### src/b64e_pkg.sv
// ----------------------------------------------------------------------------
// b64e_pkg
// Types, constants and the symbol-to-character map shared by the encoder.
// ----------------------------------------------------------------------------
package b64e_pkg;

    localparam logic [6:0] PAD_CHAR   = 7'h3D;  // '='
    localparam logic [6:0] LOWER_BASE = 7'h61;  // 'a'
    localparam logic [6:0] UPPER_BASE = 7'h41;  // 'A'
    localparam logic [6:0] DIGIT_BASE = 7'h30;  // '0'
    localparam logic [6:0] DASH_CHAR  = 7'h2D;  // '-'
    localparam logic [6:0] UNDER_CHAR = 7'h5F;  // '_'

    localparam logic [6:0] UPPER_OFS  = 7'd26;
    localparam logic [6:0] DIGIT_OFS  = 7'd52;
    localparam logic [6:0] DASH_SYM   = 7'd62;

    // place of the next byte within its three-byte group
    typedef enum logic [1:0] {
        POS_FIRST  = 2'd0,
        POS_SECOND = 2'd1,
        POS_THIRD  = 2'd2
    } t_pos;

    // one output character: a 6-bit symbol or padding
    typedef struct packed {
        logic       pad;
        logic [5:0] six;
    } t_slot;

    // all characters caused by one input item
    typedef struct packed {
        t_slot [3:0] slots;
        logic  [1:0] last_idx;
        logic        msg_end;
    } t_run;

    function automatic logic [6:0] sym_to_ascii(input logic [5:0] six);
        logic [6:0] s;
        s = {1'b0, six};
        if (s < UPPER_OFS) begin
            return LOWER_BASE + s;
        end else if (s < DIGIT_OFS) begin
            return UPPER_BASE + (s - UPPER_OFS);
        end else if (s < DASH_SYM) begin
            return DIGIT_BASE + (s - DIGIT_OFS);
        end else if (s == DASH_SYM) begin
            return DASH_CHAR;
        end else begin
            return UNDER_CHAR;
        end
    endfunction

endpackage

### src/b64e_in_if.sv
// ----------------------------------------------------------------------------
// b64e_in_if
// Input channel: one raw byte and its end-of-message flag per item.
// ----------------------------------------------------------------------------
interface b64e_in_if;
    logic       valid;
    logic       ready;
    logic [7:0] in_byte;
    logic       is_last;

    modport source (output valid, output in_byte, output is_last, input ready);
    modport sink   (input valid, input in_byte, input is_last, output ready);
endinterface

### src/b64e_out_if.sv
// ----------------------------------------------------------------------------
// b64e_out_if
// Output channel: one encoded ASCII character per item.
// ----------------------------------------------------------------------------
interface b64e_out_if;
    logic       valid;
    logic       ready;
    logic [6:0] out_char;
    logic       run_last;
    logic       message_end;

    modport source (output valid, output out_char, output run_last,
                    output message_end, input ready);
    modport sink   (input valid, input out_char, input run_last,
                    input message_end, output ready);
endinterface

### src/b64e_front.sv
// ----------------------------------------------------------------------------
// b64e_front
// Accepts bytes, tracks the group position and leftover bits, and builds
// the run of symbols and padding that each byte causes.
// ----------------------------------------------------------------------------
module b64e_front
    import b64e_pkg::*;
(
    input  logic       i_clk,
    input  logic       i_rst_n,
    input  logic       i_valid,
    input  logic [7:0] i_in_byte,
    input  logic       i_is_last,
    output logic       o_ready,
    output logic       o_push,
    output t_run       o_run,
    input  logic       i_q_ready
);

    t_pos       r_pos;
    t_pos       n_pos;
    logic [3:0] r_left;
    logic [3:0] n_left;
    logic       accept;

    assign o_ready = i_q_ready;
    assign o_push  = i_valid;
    assign accept  = i_valid && i_q_ready;

    always_comb begin
        o_run         = '0;
        o_run.msg_end = i_is_last;
        n_pos         = POS_FIRST;
        n_left        = '0;
        case (r_pos)
            POS_SECOND: begin
                o_run.slots[0] = '{pad: 1'b0, six: {r_left[1:0], i_in_byte[7:4]}};
                if (i_is_last) begin
                    o_run.slots[1] = '{pad: 1'b0, six: {i_in_byte[3:0], 2'b00}};
                    o_run.slots[2] = '{pad: 1'b1, six: 6'd0};
                    o_run.last_idx = 2'd2;
                end else begin
                    o_run.last_idx = 2'd0;
                    n_pos          = POS_THIRD;
                    n_left         = i_in_byte[3:0];
                end
            end
            POS_THIRD: begin
                o_run.slots[0] = '{pad: 1'b0, six: {r_left, i_in_byte[7:6]}};
                o_run.slots[1] = '{pad: 1'b0, six: i_in_byte[5:0]};
                o_run.last_idx = 2'd1;
            end
            default: begin
                // first byte of a group, and the unused position code
                o_run.slots[0] = '{pad: 1'b0, six: i_in_byte[7:2]};
                if (i_is_last) begin
                    o_run.slots[1] = '{pad: 1'b0, six: {i_in_byte[1:0], 4'b0000}};
                    o_run.slots[2] = '{pad: 1'b1, six: 6'd0};
                    o_run.slots[3] = '{pad: 1'b1, six: 6'd0};
                    o_run.last_idx = 2'd3;
                end else begin
                    o_run.last_idx = 2'd0;
                    n_pos          = POS_SECOND;
                    n_left         = {2'b00, i_in_byte[1:0]};
                end
            end
        endcase
    end

    always_ff @(posedge i_clk) begin
        if (!i_rst_n) begin
            r_pos  <= POS_FIRST;
            r_left <= '0;
        end else if (accept) begin
            r_pos  <= n_pos;
            r_left <= n_left;
        end
    end

endmodule

### src/b64e_queue.sv
// ----------------------------------------------------------------------------
// b64e_queue
// Two-entry queue of symbol runs between the front and the back.
// ----------------------------------------------------------------------------
module b64e_queue
    import b64e_pkg::*;
(
    input  logic       i_clk,
    input  logic       i_rst_n,
    input  logic       i_push,
    input  t_run       i_run,
    output logic       o_ready,
    output logic       o_valid,
    output t_run       o_run,
    input  logic       i_pop,
    output logic [1:0] o_count
);

    t_run       r_mem [2];
    logic       r_wr_ptr;
    logic       r_rd_ptr;
    logic [1:0] r_count;
    logic       wr_en;
    logic       rd_en;

    assign o_ready = (r_count != 2'd2);
    assign o_valid = (r_count != 2'd0);
    assign o_run   = r_mem[r_rd_ptr];
    assign o_count = r_count;
    assign wr_en   = i_push && o_ready;
    assign rd_en   = i_pop && o_valid;

    always_ff @(posedge i_clk) begin
        if (wr_en) begin
            r_mem[r_wr_ptr] <= i_run;
        end
    end

    always_ff @(posedge i_clk) begin
        if (!i_rst_n) begin
            r_wr_ptr <= 1'b0;
            r_rd_ptr <= 1'b0;
            r_count  <= 2'd0;
        end else begin
            if (wr_en) begin
                r_wr_ptr <= ~r_wr_ptr;
            end
            if (rd_en) begin
                r_rd_ptr <= ~r_rd_ptr;
            end
            case ({wr_en, rd_en})
                2'b10:   r_count <= r_count + 2'd1;
                2'b01:   r_count <= r_count - 2'd1;
                default: r_count <= r_count;
            endcase
        end
    end

endmodule

### src/b64e_back.sv
// ----------------------------------------------------------------------------
// b64e_back
// Holds the current run and sends its characters out one per cycle while i_ready is high.
// ----------------------------------------------------------------------------
module b64e_back
    import b64e_pkg::*;
(
    input  logic       i_clk,
    input  logic       i_rst_n,
    input  logic       i_q_valid,
    input  t_run       i_q_run,
    output logic       o_pop,
    output logic       o_valid,
    input  logic       i_ready,
    output logic [6:0] o_out_char,
    output logic       o_run_last,
    output logic       o_message_end
);

    t_run       r_run;
    logic       r_busy;
    logic [1:0] r_idx;
    t_slot      cur;
    logic       fire;
    logic       done;

    assign cur           = r_run.slots[r_idx];
    assign o_valid       = r_busy;
    assign o_out_char    = cur.pad ? PAD_CHAR : sym_to_ascii(cur.six);
    assign o_run_last    = (r_idx == r_run.last_idx);
    assign o_message_end = o_run_last && r_run.msg_end;

    assign fire  = r_busy && i_ready;
    assign done  = fire && o_run_last;
    // take the next run when idle or as the current one finishes
    assign o_pop = i_q_valid && (!r_busy || done);

    always_ff @(posedge i_clk) begin
        if (o_pop) begin
            r_run <= i_q_run;
        end
    end

    always_ff @(posedge i_clk) begin
        if (!i_rst_n) begin
            r_busy <= 1'b0;
            r_idx  <= 2'd0;
        end else if (o_pop) begin
            r_busy <= 1'b1;
            r_idx  <= 2'd0;
        end else if (done) begin
            r_busy <= 1'b0;
            r_idx  <= 2'd0;
        end else if (fire) begin
            r_idx  <= r_idx + 2'd1;
        end
    end

endmodule

### src/base64_stream_encoder.sv
// ----------------------------------------------------------------------------
// base64_stream_encoder
// Streaming base64 encoder, one byte per input item, one character per output item.
// ----------------------------------------------------------------------------
// Each input item is a byte with an end-of-message flag; it yields one to four
// ASCII characters (alphabet a-z, A-Z, 0-9, '-', '_', padding '='), tagged with
// run_last on the last character of that byte and message_end on the final
// character of the message. The output sends one character per cycle while
// o_out.ready is high; a byte yields one character as the first or second
// byte of a group, two as the third, and three or four as the closing byte of
// a partial group. The front takes a byte every cycle while the two-entry run
// queue has room, so bytes keep arriving while earlier characters wait at the
// output.
module base64_stream_encoder
    import b64e_pkg::*;
(
    input  logic         i_clk,
    input  logic         i_rst_n,
    b64e_in_if.sink      i_in,
    b64e_out_if.source   o_out
);

    logic       f_push;
    t_run       f_run;
    logic       q_ready;
    logic       q_valid;
    t_run       q_run;
    logic       q_pop;
    logic [1:0] q_count;

    b64e_front u_front (
        .i_clk     (i_clk),
        .i_rst_n   (i_rst_n),
        .i_valid   (i_in.valid),
        .i_in_byte (i_in.in_byte),
        .i_is_last (i_in.is_last),
        .o_ready   (i_in.ready),
        .o_push    (f_push),
        .o_run     (f_run),
        .i_q_ready (q_ready)
    );

    b64e_queue u_queue (
        .i_clk   (i_clk),
        .i_rst_n (i_rst_n),
        .i_push  (f_push),
        .i_run   (f_run),
        .o_ready (q_ready),
        .o_valid (q_valid),
        .o_run   (q_run),
        .i_pop   (q_pop),
        .o_count (q_count)
    );

    b64e_back u_back (
        .i_clk         (i_clk),
        .i_rst_n       (i_rst_n),
        .i_q_valid     (q_valid),
        .i_q_run       (q_run),
        .o_pop         (q_pop),
        .o_valid       (o_out.valid),
        .i_ready       (o_out.ready),
        .o_out_char    (o_out.out_char),
        .o_run_last    (o_out.run_last),
        .o_message_end (o_out.message_end)
    );

    // message end only closes a run
    a_end_closes_run: assert property (@(posedge i_clk) disable iff (!i_rst_n)
        o_out.valid && o_out.message_end |-> o_out.run_last)
        else $error("message_end without run_last");

    // padding is followed by padding until the run ends
    a_pad_tail: assert property (@(posedge i_clk) disable iff (!i_rst_n)
        o_out.valid && o_out.ready && (o_out.out_char == PAD_CHAR) && !o_out.run_last
        |=> o_out.valid && (o_out.out_char == PAD_CHAR))
        else $error("padding not continued to end of run");

    // queue never holds more than its two entries
    a_queue_bound: assert property (@(posedge i_clk) disable iff (!i_rst_n)
        q_count != 2'd3)
        else $error("run queue overflow");

    // an accepted byte lands in the queue when nothing is popped in that cycle
    a_accept_push: assert property (@(posedge i_clk) disable iff (!i_rst_n)
        i_in.valid && i_in.ready && !q_pop |=> q_count != 2'd0)
        else $error("accepted item not queued");

endmodule

### src/flat_wrapper.sv
// flat-port wrapper written by rule: the top's interface ports become plain ports
module base64_stream_encoder_flat import b64e_pkg::*;
  (i_clk, i_rst_n, i_in_valid, i_in_in_byte, i_in_is_last, i_in_ready, o_out_valid, o_out_out_char, o_out_run_last, o_out_message_end, o_out_ready);
  b64e_in_if i_in_i ();
  b64e_out_if o_out_i ();
  input  logic i_clk;
  input  logic i_rst_n;
  input wire logic [$bits(i_in_i.valid)-1:0] i_in_valid;
  input wire logic [$bits(i_in_i.in_byte)-1:0] i_in_in_byte;
  input wire logic [$bits(i_in_i.is_last)-1:0] i_in_is_last;
  output wire logic [$bits(i_in_i.ready)-1:0] i_in_ready;
  output wire logic [$bits(o_out_i.valid)-1:0] o_out_valid;
  output wire logic [$bits(o_out_i.out_char)-1:0] o_out_out_char;
  output wire logic [$bits(o_out_i.run_last)-1:0] o_out_run_last;
  output wire logic [$bits(o_out_i.message_end)-1:0] o_out_message_end;
  input wire logic [$bits(o_out_i.ready)-1:0] o_out_ready;
  assign i_in_i.valid = i_in_valid;
  assign i_in_i.in_byte = i_in_in_byte;
  assign i_in_i.is_last = i_in_is_last;
  assign i_in_ready = i_in_i.ready;
  assign o_out_valid = o_out_i.valid;
  assign o_out_out_char = o_out_i.out_char;
  assign o_out_run_last = o_out_i.run_last;
  assign o_out_message_end = o_out_i.message_end;
  assign o_out_i.ready = o_out_ready;
  base64_stream_encoder u_core (.i_clk(i_clk), .i_rst_n(i_rst_n), .i_in(i_in_i), .o_out(o_out_i));
endmodule
### config.mk
export PLATFORM = sky130hd
export DESIGN_NAME = base64_stream_encoder_flat
export DESIGN_NICKNAME = d
export VERILOG_FILES = /design/src/b64e_pkg.sv /design/src/b64e_in_if.sv /design/src/b64e_out_if.sv /design/src/b64e_front.sv /design/src/b64e_queue.sv /design/src/b64e_back.sv /design/src/base64_stream_encoder.sv /design/src/flat_wrapper.sv
export SDC_FILE = /design/constraint.sdc
export NUM_CORES = 1
export LEC_CHECK = 0
export BUFFER_PORTS_ARGS = -buffer_cell sky130_fd_sc_hd__buf_2
export CORE_UTILIZATION = 59
export CTS_CLUSTER_DIAMETER = 80
export DETAILED_ROUTE_END_ITERATION = 6
export HOLD_SLACK_MARGIN = 0.1
export PLACE_DENSITY = 0.83
export SKIP_CTS_REPAIR_TIMING = 1
export SYNTH_ARGS = -nofsm -noshare
export SYNTH_HDL_FRONTEND = slang
export SYNTH_SLANG_ARGS = --single-unit
export TNS_END_PERCENT = 5
### constraint.sdc
create_clock -name i_clk -period 7.9 [get_ports i_clk]
set_input_delay 1.58 -clock i_clk [delete_from_list [all_inputs] [get_ports i_clk]]
set_output_delay 1.58 -clock i_clk [all_outputs]
set_load 0.02 [all_outputs]
# Word-level counts from Yosys, hierarchy flattened
# Memory sizes are Yosys's and may differ from the RTL's. A register that Yosys moved wholly into a read port is not among the register bits.
# Cells that the tools add are included.
word_totals:
  register_bits: 13
  ramBits: 62
  input_bits: 13
  output_inout_bits: 11
  word_cells: 68
  mem_count: 1
classes:
  add_sub_neg: 8
  magnitude_cmp: 4
  eq_ne: 7
  muxes: 25
  n_bitwise: 3
  reduce_logical: 13
mem_list:
  columns: ["name", "depth", "width", "read_ports", "rd_clocked_by_memory_dff", "write_ports", "line_no", "text"]
  rows:
  - ["u_core.u_queue.r_mem", 2, 31, 1, 1, 1, "b64e_queue.sv:19", "t_run r_mem [2];"]
ops:
  columns: ["operator", "count"]
  rows:
  - ["7-bit 2-to-1 mux", 7]
  - ["16-bit case mux with 2 select lines", 1]
  - ["21-bit 2-to-1 mux", 1]
  - ["7-bit binary-select mux with 2-bit select", 1]
  - ["14-bit 2-to-1 mux", 1]
  - ["7-bit case mux with 2 select lines", 1]
  - ["6-bit less-than comparator, second input constant", 2]
  - ["2-bit 2-to-1 mux", 4]
  - ["2-bit case mux with 2 select lines", 2]
  - ["4-bit case mux with 2 select lines", 1]
  - ["6-bit by 7-bit adder with 7-bit output, first input constant", 1]
  - ["7-bit by 6-bit adder with 7-bit output, first input constant", 1]
  - ["7-bit adder, first input constant", 1]
  - ["6-bit by 5-bit subtractor with 7-bit output, second input constant", 1]
  - ["6-bit by 6-bit subtractor with 7-bit output, second input constant", 1]
  - ["6-bit == test, second input constant", 1]
  - ["1-bit logical AND", 6]
  - ["6-bit by 5-bit less-than comparator with 1-bit output, second input constant", 1]
  - ["2-bit nonzero test", 3]
  - ["1-bit 2-to-1 mux", 5]
  - ["2-bit by 1-bit adder with 2-bit output, second input constant", 2]
  - ["2-bit by 1-bit == test with 1-bit output, second input constant", 2]
  - ["2-bit == test, second input constant", 2]
  - ["4-bit 2-to-1 mux", 1]
  - ["9 further kinds", 11]

# Longest topological paths before layout
# Gate-level depths: netlist of the first run.
depth:
  word_depth: 8
  mapped_depth: 11
  ltp_nobuf: 9

# Hierarchy
# Synthesis of the first run repeated with hierarchy kept, for this count alone.
unflattened:
  hier_cells: 332
  hier_area_um2: 4901.0
modules_own_cells:
  columns: ["module", "n_inst", "cells_per_inst", "area_each_um2", "seq_area_each_um2"]
  rows:
  - ["b64e_queue", 1, 120, 2461.1, 1961.9]
  - ["b64e_back", 1, 128, 1766.7, 991.0]
  - ["b64e_front", 1, 84, 673.1, 120.1]

# Least setup slack after synthesis of the first run
# No wires, ideal clock.
synth_path:
  path_type: "register to output"
  from: "register u_core.u_back.r_idx[0]"
  to: "output port o_out_out_char[2]"
  t_arrival_ns: 2.668
  required_ns: 6.320
  path_slack_ns: 3.652
  path_stages_with_launch: 11
  path_buffers: 3
  cell_sequence: "dfxtp_1 > buf_6 > buf_4 > buf_4 > mux2i_1 > nor2_1 > inv_1 > ha_1 > nor4_1 > nor3_1 > a311oi_1"
synth_via:
  elab_chain_cells: 8
  word_cells_on_any_way: 14
  classes_between: "add/sub (5); order compare (3); mux (6)"
synth_rtl:
  columns: ["element", "line_no", "text"]
  rows:
  - ["start, declared", "b64e_back.sv:22", "logic [1:0] r_idx;"]
  - ["start signal, assigned", "b64e_back.sv:55", "r_idx <= r_idx + 2'd1;"]
  - ["7-bit binary-select mux with 2-bit select (*)", "b64e_back.sv:27", "assign cur = r_run.slots[r_idx];"]
  - ["7-bit 2-to-1 mux (implied by the code) (*)", "b64e_back.sv:27", null]
  - ["6-bit by 6-bit subtractor with 7-bit output", "b64e_pkg.sv:46", "return DIGIT_BASE + (s - DIGIT_OFS);"]
  - ["6-bit by 7-bit adder with 7-bit output", "b64e_pkg.sv:46", null]
  - ["7-bit 2-to-1 mux", "b64e_pkg.sv:45", "end else if (s < DASH_SYM) begin"]
  - ["7-bit 2-to-1 mux", "b64e_pkg.sv:43", "end else if (s < DIGIT_OFS) begin"]
  - ["7-bit 2-to-1 mux", "b64e_pkg.sv:41", "if (s < UPPER_OFS) begin"]
  - ["7-bit 2-to-1 mux (*)", "b64e_back.sv:29", "assign o_out_char = cur.pad ? PAD_CHAR : sym_to_ascii(cur.six);"]
  - ["end, declared", "flat_wrapper.sv:13", "output wire logic [$bits(o_out_i.out_char)-1:0] o_out_out_char;"]
# Mark *: on every way between the ends. The rest lies on a longest branch, timed or not. The select of a mux whose other input is x is not followed.

# Worst setup path in the final report of the first run
# Same ends and word-level chain as after synthesis.

==> impl_results.md, run 1 <==
* DR pass1 iterations at 4
* Gate Count Post-Synth at ~280
* Die Y-Extent at ~76 um
* Top achievable clock speed at roughly 0.20 GHz
* Placer Congestion at approximately 0.9
* Power Dens Cells at between 300 and 400 mW/mm2
* CTS root buf: clkbuf_8
* Clk buf depth at 2
* Seq cells post-synth at between 60 and 70
* DRT antenna net count at 0
* Diode count at 0
* Worst-Skew Late Latency at about 320 ps
* Crit path required time at roughly 6300 ps
* Most numerous cell in the Yosys netlist: edfxtp_1
* RR Startpoint: u_core.u_back.r_idx[0]
* Routed len/inst at 16.1 um
* Max Cap Violations at 0
* TritonCTS clock tree: done
* H-tree depth at 3
* Layout cells sized above 1 at 22.4%
* Clock share of power at 19.8%
* Relative slew slack at between 40% and 50%
* Final hold violations at 0
* Area contributors post-synth: edfxtp_1 (45%), dfxtp_1 (8.1%), mux2_2 (6.3%), ha_1 (3.5%), nand2_1 (2.2%)
* Slew @ Worst Pin at between 800 and 900 ps
* Synth-to-Final Area Change at 10.1%
* Dominant synthesized flop cell: edfxtp_1
* CP arrival at about 3400 ps
* Final nets at 320
* Most frequent cells after synthesis: edfxtp_1 (48), nand2_1 (19), mux2_2 (18)
* Pre-CTS setup slack at roughly 3300 ps
* Worst-path clk slew at around 70 ps
* Total negative setup slack at 0 ps
* Clock Sinks at 61
* Distinct cells, synth at 59
* Drt total wl at about 6000 um
* IO Count at 24
* Endpoints failing setup at 0
* Hold WC Path Type: register to register
* Reg-to-reg slack, setup at a little under 5000 ps
* Fin area at 0.00354 mm2
* Status: finished, final reports clean
* Initial antenna violation count at 0
* DP Area at 0.00335 mm2
* IO buf count at 23
* Top-area cell type share of the netlist area at 44.9%
* Detailed Place HPWL at 4320 um
* Crit path time final at 4980 ps
* CP endpoint kind: output port
* Worst Skew at 6.96 ps
* Net Sw Power at around 480 uW
* EDFF count, synth at 48
* Starting Density at roughly 62%
* FP Rows at 26
* R2R Path End: u_core.u_queue.o_count[1]
* Max VDD drop at 0.000224 V
* Synthesized area at about 0.0032 mm2
* Sw Ratio at between 30 and 40%
* Sequential share of the synthesized area at 53.0%
* First-pass GRT wire length at slightly below 10000 um
* Filler cells at between 300 and 400
* Post-synth top area cell: edfxtp_1
* Pin count of the biggest net entering global routing at 25
* Gate power share at 40.1%
* Drc violations at 0
* Critical path class: register to output port
* Worst-path maximum fanout at 23
* Core area at just over 0.005 mm2
* Vias in the first global route at around 2100
* Average size of a mapped cell at 11.5 um2
* Gr ovfl total at 0
* Period utilization at between 60% and 70%
* Mapped Nets at 300
* Type of origin of the critical path: register
* Final critical-path setup slack at 2920 ps
* Vias at roughly 2200
* Ys async rst share at 0%
* RSZ-0062 raised after global routing: no
* Ys Warns at 0
* Int Pwr at just under 800 uW
* Slew Limit Fails at 0
* Sequential Power Share at ~40%
* Crit. Startpoint: u_core.u_back.r_idx[0]
* Leakage power at about 0.0013 uW
* Num CTS Buffers at 9
* Full die area at 0.00574 mm2
* Reg2reg path depth at 6
* Vias per std cell at about 6
* Die W at roughly 76 um
* GRT Overall Usage at about a quarter
* Worst setup path endpoint: o_out_out_char[2]
* 1st-iter DRT viols at about 130
==> routing by layer <==
metal / track usage, % / share of wire [%] / vias to the layer above
li1: - / - / 1090
met1: 29.8 / 44 / 1072
met2: 39.7 / 51 / 41
met3: 6.35 / 3.2 / 10
met4: 10.1 / 1.4 / 0
met5: 0 / 0 / -
==> registers in the layout (all words and copies together) (netlist names) <==
register                 flops
u_core.u_queue.o_count       2
u_core.u_queue.r_wr_ptr      1
u_core.u_back.o_valid        1
u_core.u_front.r_pos         2
u_core.u_front.r_left        4
u_core.u_queue.r_mem        32
u_core.u_back.r_idx          2
u_core.u_queue.r_rd_ptr      1
u_core.u_back.r_run         16
==> cells in the final DEF (no fill, tap or decap), types with 6 or more instances in the layout <==
master and count:
edfxtp_1 48, buf_2 23, nand2_1 19, mux2_2 18, nor2_1 16, o21ai_0 14
dfxtp_1 13, a21oi_1 11, clkbuf_8 10, inv_1 9, nor2b_1 9, ha_1 9
a22oi_1 8, mux2i_1 7, nor3_1 7, and2_1 6, xnor2_1 6
==> power groups by stage <==
stage               sequential, uW  combinational [uW]  clock (uW)
global placement               512                 504           0
global route                   520                 567         270
floorplan                      476                 417           0
CTS                            510                 512         257
finish                         510                 510         252
detailed placement             516                 509           0
==> worst min-delay path by stage <==
stage | startpoint | endpoint | slack [ps] | cells past startpoint
final | u_core.u_front.r_left[2] | u_core.u_front.r_left[2] | 470 | 2
after global routing | u_core.u_front.r_left[2] | u_core.u_front.r_left[2] | 500 | 2
after CTS | u_core.u_front.r_left[2] | u_core.u_front.r_left[2] | 470 | 2
after detailed placement | u_core.u_front.r_left[2] | u_core.u_front.r_left[2] | 460 | 2
after global placement | u_core.u_front.r_left[2] | u_core.u_front.r_left[2] | 450 | 2
after floorplan | u_core.u_front.r_left[2] | u_core.u_front.r_left[2] | 440 | 2
==> worst max-delay path, stage by stage (launching register included) <==
cell      delay, ps
dfxtp_1         890
mux2i_1         160
nor2_1          370
inv_1           120
ha_1            260
nor4_1          640
nand2_1         210
a21oi_1         200
a311oi_1         50
buf_2           170
==> metrics by stage <==
step	util [%]	std cells	total power (uW)	hold WS [ps]
detailed placement	64.8	357	1020	458
global placement	64.8	357	1020	453
floorplan	-	278	892	441
CTS	68.4	373	1280	467
global route	68.4	373	1360	504
finish	68.4	373	1270	472
==> cells by family (layout without fill, tap and decap cells) <==
logic type / count (synthesis) / count (layout) / synth area share, %
AND/OR/NAND/NOR: 83 / 83 / 14.0
AO/OA/AOI/OAI: 64 / 64 / 14.5
XOR/XNOR: 9 / 9 / 2.46
adder cells (fa/ha/maj): 9 / 9 / 3.51
buffers and inverters: 26 / 51 / 3.62
flip-flops: 61 / 61 / 53.0
multiplexers: 26 / 26 / 8.92
==> layout make-up <==
cell class	count	area (um2)	share of cell area, %
clock buffers	13	170	4.81
clock inverters	3	16.3	0.460
inverters	10	37.5	1.06
multi-input cells	191	1390	39.4
flip-flops and latches	61	1700	48.1
well taps	70	87.6	2.48
repair buffers	25	130	3.68
Note: power is estimated with default switching activity, not from simulation.
==> inputs of run 2 (changes only) <==
Clock period 7.9 ns to 4.8 ns, I/O delays scaled along.
==> run 2 against run 1 <==
  * Via count up 0.68%
  * Die area unchanged
  * Wire length up 2.6%
  * Clock power up 93%
  * Sequential power up 62%
  * First-iteration DRC count up 7.9%
  * Design area up 1.0%
  * Worst hold slack worse by 1.7 ps
  * Count of clock-buffer cells in the layout down 3
  * Clock skew up 2.3 ps
  * Sequential share of layout area down 0.49 points
  * Combinational power up 67%
  * Critical endpoint unchanged
  * Largest cell class unchanged
==> impl_results.md, run 2 (synthesis results as in run 1) <==
* Status: finished, final reports clean
* IO buf count at 23
* IO Count at 24
* Vias per std cell at just under 6
* Full die area at about 0.0057 mm2
* Slew Limit Fails at 0
* Crit path time final at a little over 4000 ps
* Drt total wl at about 6000 um
* Final critical-path setup slack at 740 ps
* Period utilization at 84.6%
* Type of origin of the critical path: register
* FP Rows at 26
* Clock Sinks at ~60
* GRT Overall Usage at between 20% and 30%
* Endpoints failing setup at 0
* Met3 usage at 5.95%
* Area of the multi-input gates at between 0.001 and 0.0015 mm2
* Power Dens Cells at approximately 610 mW/mm2
* CP Buf/Inv Count at 3
* Most frequent cells in the layout: edfxtp_1 (48), buf_2 (23), nand2_1 (19), mux2_2 (18), nor2_1 (16)
* Top achievable clock speed at 0.246 GHz
* Vias in the first global route at approximately 2100
* RSZ-0062 raised after global routing: no
* RR Startpoint: u_core.u_back.r_idx[1]
* Final nets at roughly 320
* 1st-iter DRT viols at around 140
* Filler cells at 373
* Placer Congestion at about 0.87
* Detailed Place HPWL at between 4000 and 5000 um
* Diode count at 0
* Crit path required time at ~3800 ps
* Register area at 0.00170 mm2
* Initial antenna violation count at 0
* CP arrival at between 3000 and 4000 ps
* Grt met1 use at between 20 and 30%
* Worst Skew at 9.24 ps
* CTS root buf: clkbuf_8
* Vias at approximately 2200
* Drc violations at 0
* Pin count of the biggest net entering global routing at 25
* CP endpoint kind: output port
* Worst-path clk slew at around 70 ps
* Reg-to-reg slack, setup at 1820 ps
* Largest register by flop count: u_core.u_queue.r_mem
* Total negative setup slack at 0 ps
* Hold Path Cell Cnt at 2
* Starting Density at just over 60%
* DR pass1 iterations at 4
* Routed len/inst at roughly 16 um
* Synth-to-Final Area Change at 11.3%
* First-pass GRT wire length at roughly 9800 um
* Hold EP: u_core.u_front.r_left[2]
* Slowest stage cell, crit path: nor4_1
* Hold WC Path Type: register to register
* Met2 Usage GRT at approximately 41%
* Worst-path maximum fanout at 23
* Max Cap Violations at 0
* GRT busiest layer: met2
* Pwr Total at 2170 uW
* Die Y-Extent at approximately 76 um
* Final Util at 69.1%
* Delay-heaviest family, CP: simple AND/OR/NAND/NOR gates
* Slowest stage delay, CP at around 680 ps
* Gr ovfl total at 0
* DRT antenna net count at 0
* Commonest non-fill, non-tap cell in the layout: edfxtp_1
* TritonCTS clock tree: done
* Largest registers: u_core.u_queue.r_mem: 32 flops, u_core.u_back.r_run: 16 flops, u_core.u_front.r_left: 4 flops
* Core area at a little over 0.005 mm2
* Slew @ Worst Pin at between 700 and 800 ps
* Leakage power at ~0.0013 uW
* Die W at between 70 and 80 um
* Layout cells sized above 1 at 23.0%
* Critical path class: register to output port
* Reg2reg path depth at 6
* Max reg flops at 32
* H-tree depth at 3
* HP Start: u_core.u_front.r_left[2]
* Max VDD drop at 0.000379 V
* Cells along the critical path: buf_4, mux2i_1, nor2_1, inv_1, ha_1, nor4_1, nand2_1, a21oi_1, a311oi_1, buf_2
* R2R Path End: u_core.u_queue.o_count[1]
* Worst-Skew Late Latency at 340 ps
* Relative slew slack at about half
* Final hold violations at 0
* Pre-CTS setup slack at roughly 1200 ps
* Clk buf depth at 2
* Num CTS Buffers at 9
## run 2: cell count changes in the layout (fill, tap and decap cells not counted), sizes merged
| cell | delta |
|---|---|
| inv | -1 |
| clkinv | +2 |
| bufinv | +2 |
| buf | +1 |
| clkbuf | -3 |
## run 2: worst max path at each step
stage | startpoint | to | cells past startpoint
6_report | u_core.u_back.r_idx[0] | o_out_out_char[2] | 10
3_5_place_dp | u_core.u_back.r_idx[0] | o_out_out_char[4] | 10
2_1_floorplan | u_core.u_back.r_idx[0] | o_out_out_char[2] | 10
3_3_place_gp | u_core.u_back.r_idx[0] | o_out_out_char[4] | 10
4_1_cts | u_core.u_back.r_idx[0] | o_out_out_char[4] | 10
5_1_grt | u_core.u_back.r_idx[0] | o_out_out_char[2] | 10
## run 2: tightest hold or removal path, cell delays in order, from the launching register on
cell,delay (ps)
dfxtp_1,310
nand2_1,50
a21boi_0,60
## run 2: metal layers
| layer | vias to the layer above | wire length (um) |
|---|---|---|
| met5 | - | 0 |
| met4 | 0 | 125 |
| met3 | 11 | 280 |
| met2 | 70 | 3200 |
| met1 | 1060 | 2560 |
| li1 | 1087 | - |
## run 2: power by group
| part | internal [uW] | switching [uW] | leakage [uW] |
|---|---|---|---|
| combinational | 353 | 501 | 0.000618 |
| clock | 292 | 195 | 0.000110 |
| sequential | 722 | 104 | 0.000562 |
## run 2: layout make-up
type                       count  share of cell area, %
sequential                    61                   47.6
clock inverter                 6                   2.45
clock buffer                  10                   3.57
tap                           70                   2.45
inverter                      10                   1.05
timing repair buffer          26                   3.85
multi-input combinational    191                   39.0
## run 2: metrics by stage
stage / hold WS (ps) / area [um2] / instances
after floorplan: 441 / 3210 / 278
after global placement: 450 / 3360 / 358
after detailed placement: 456 / 3360 / 358
after CTS: 470 / 3570 / 374
after global routing: 521 / 3570 / 374
final: 470 / 3570 / 374
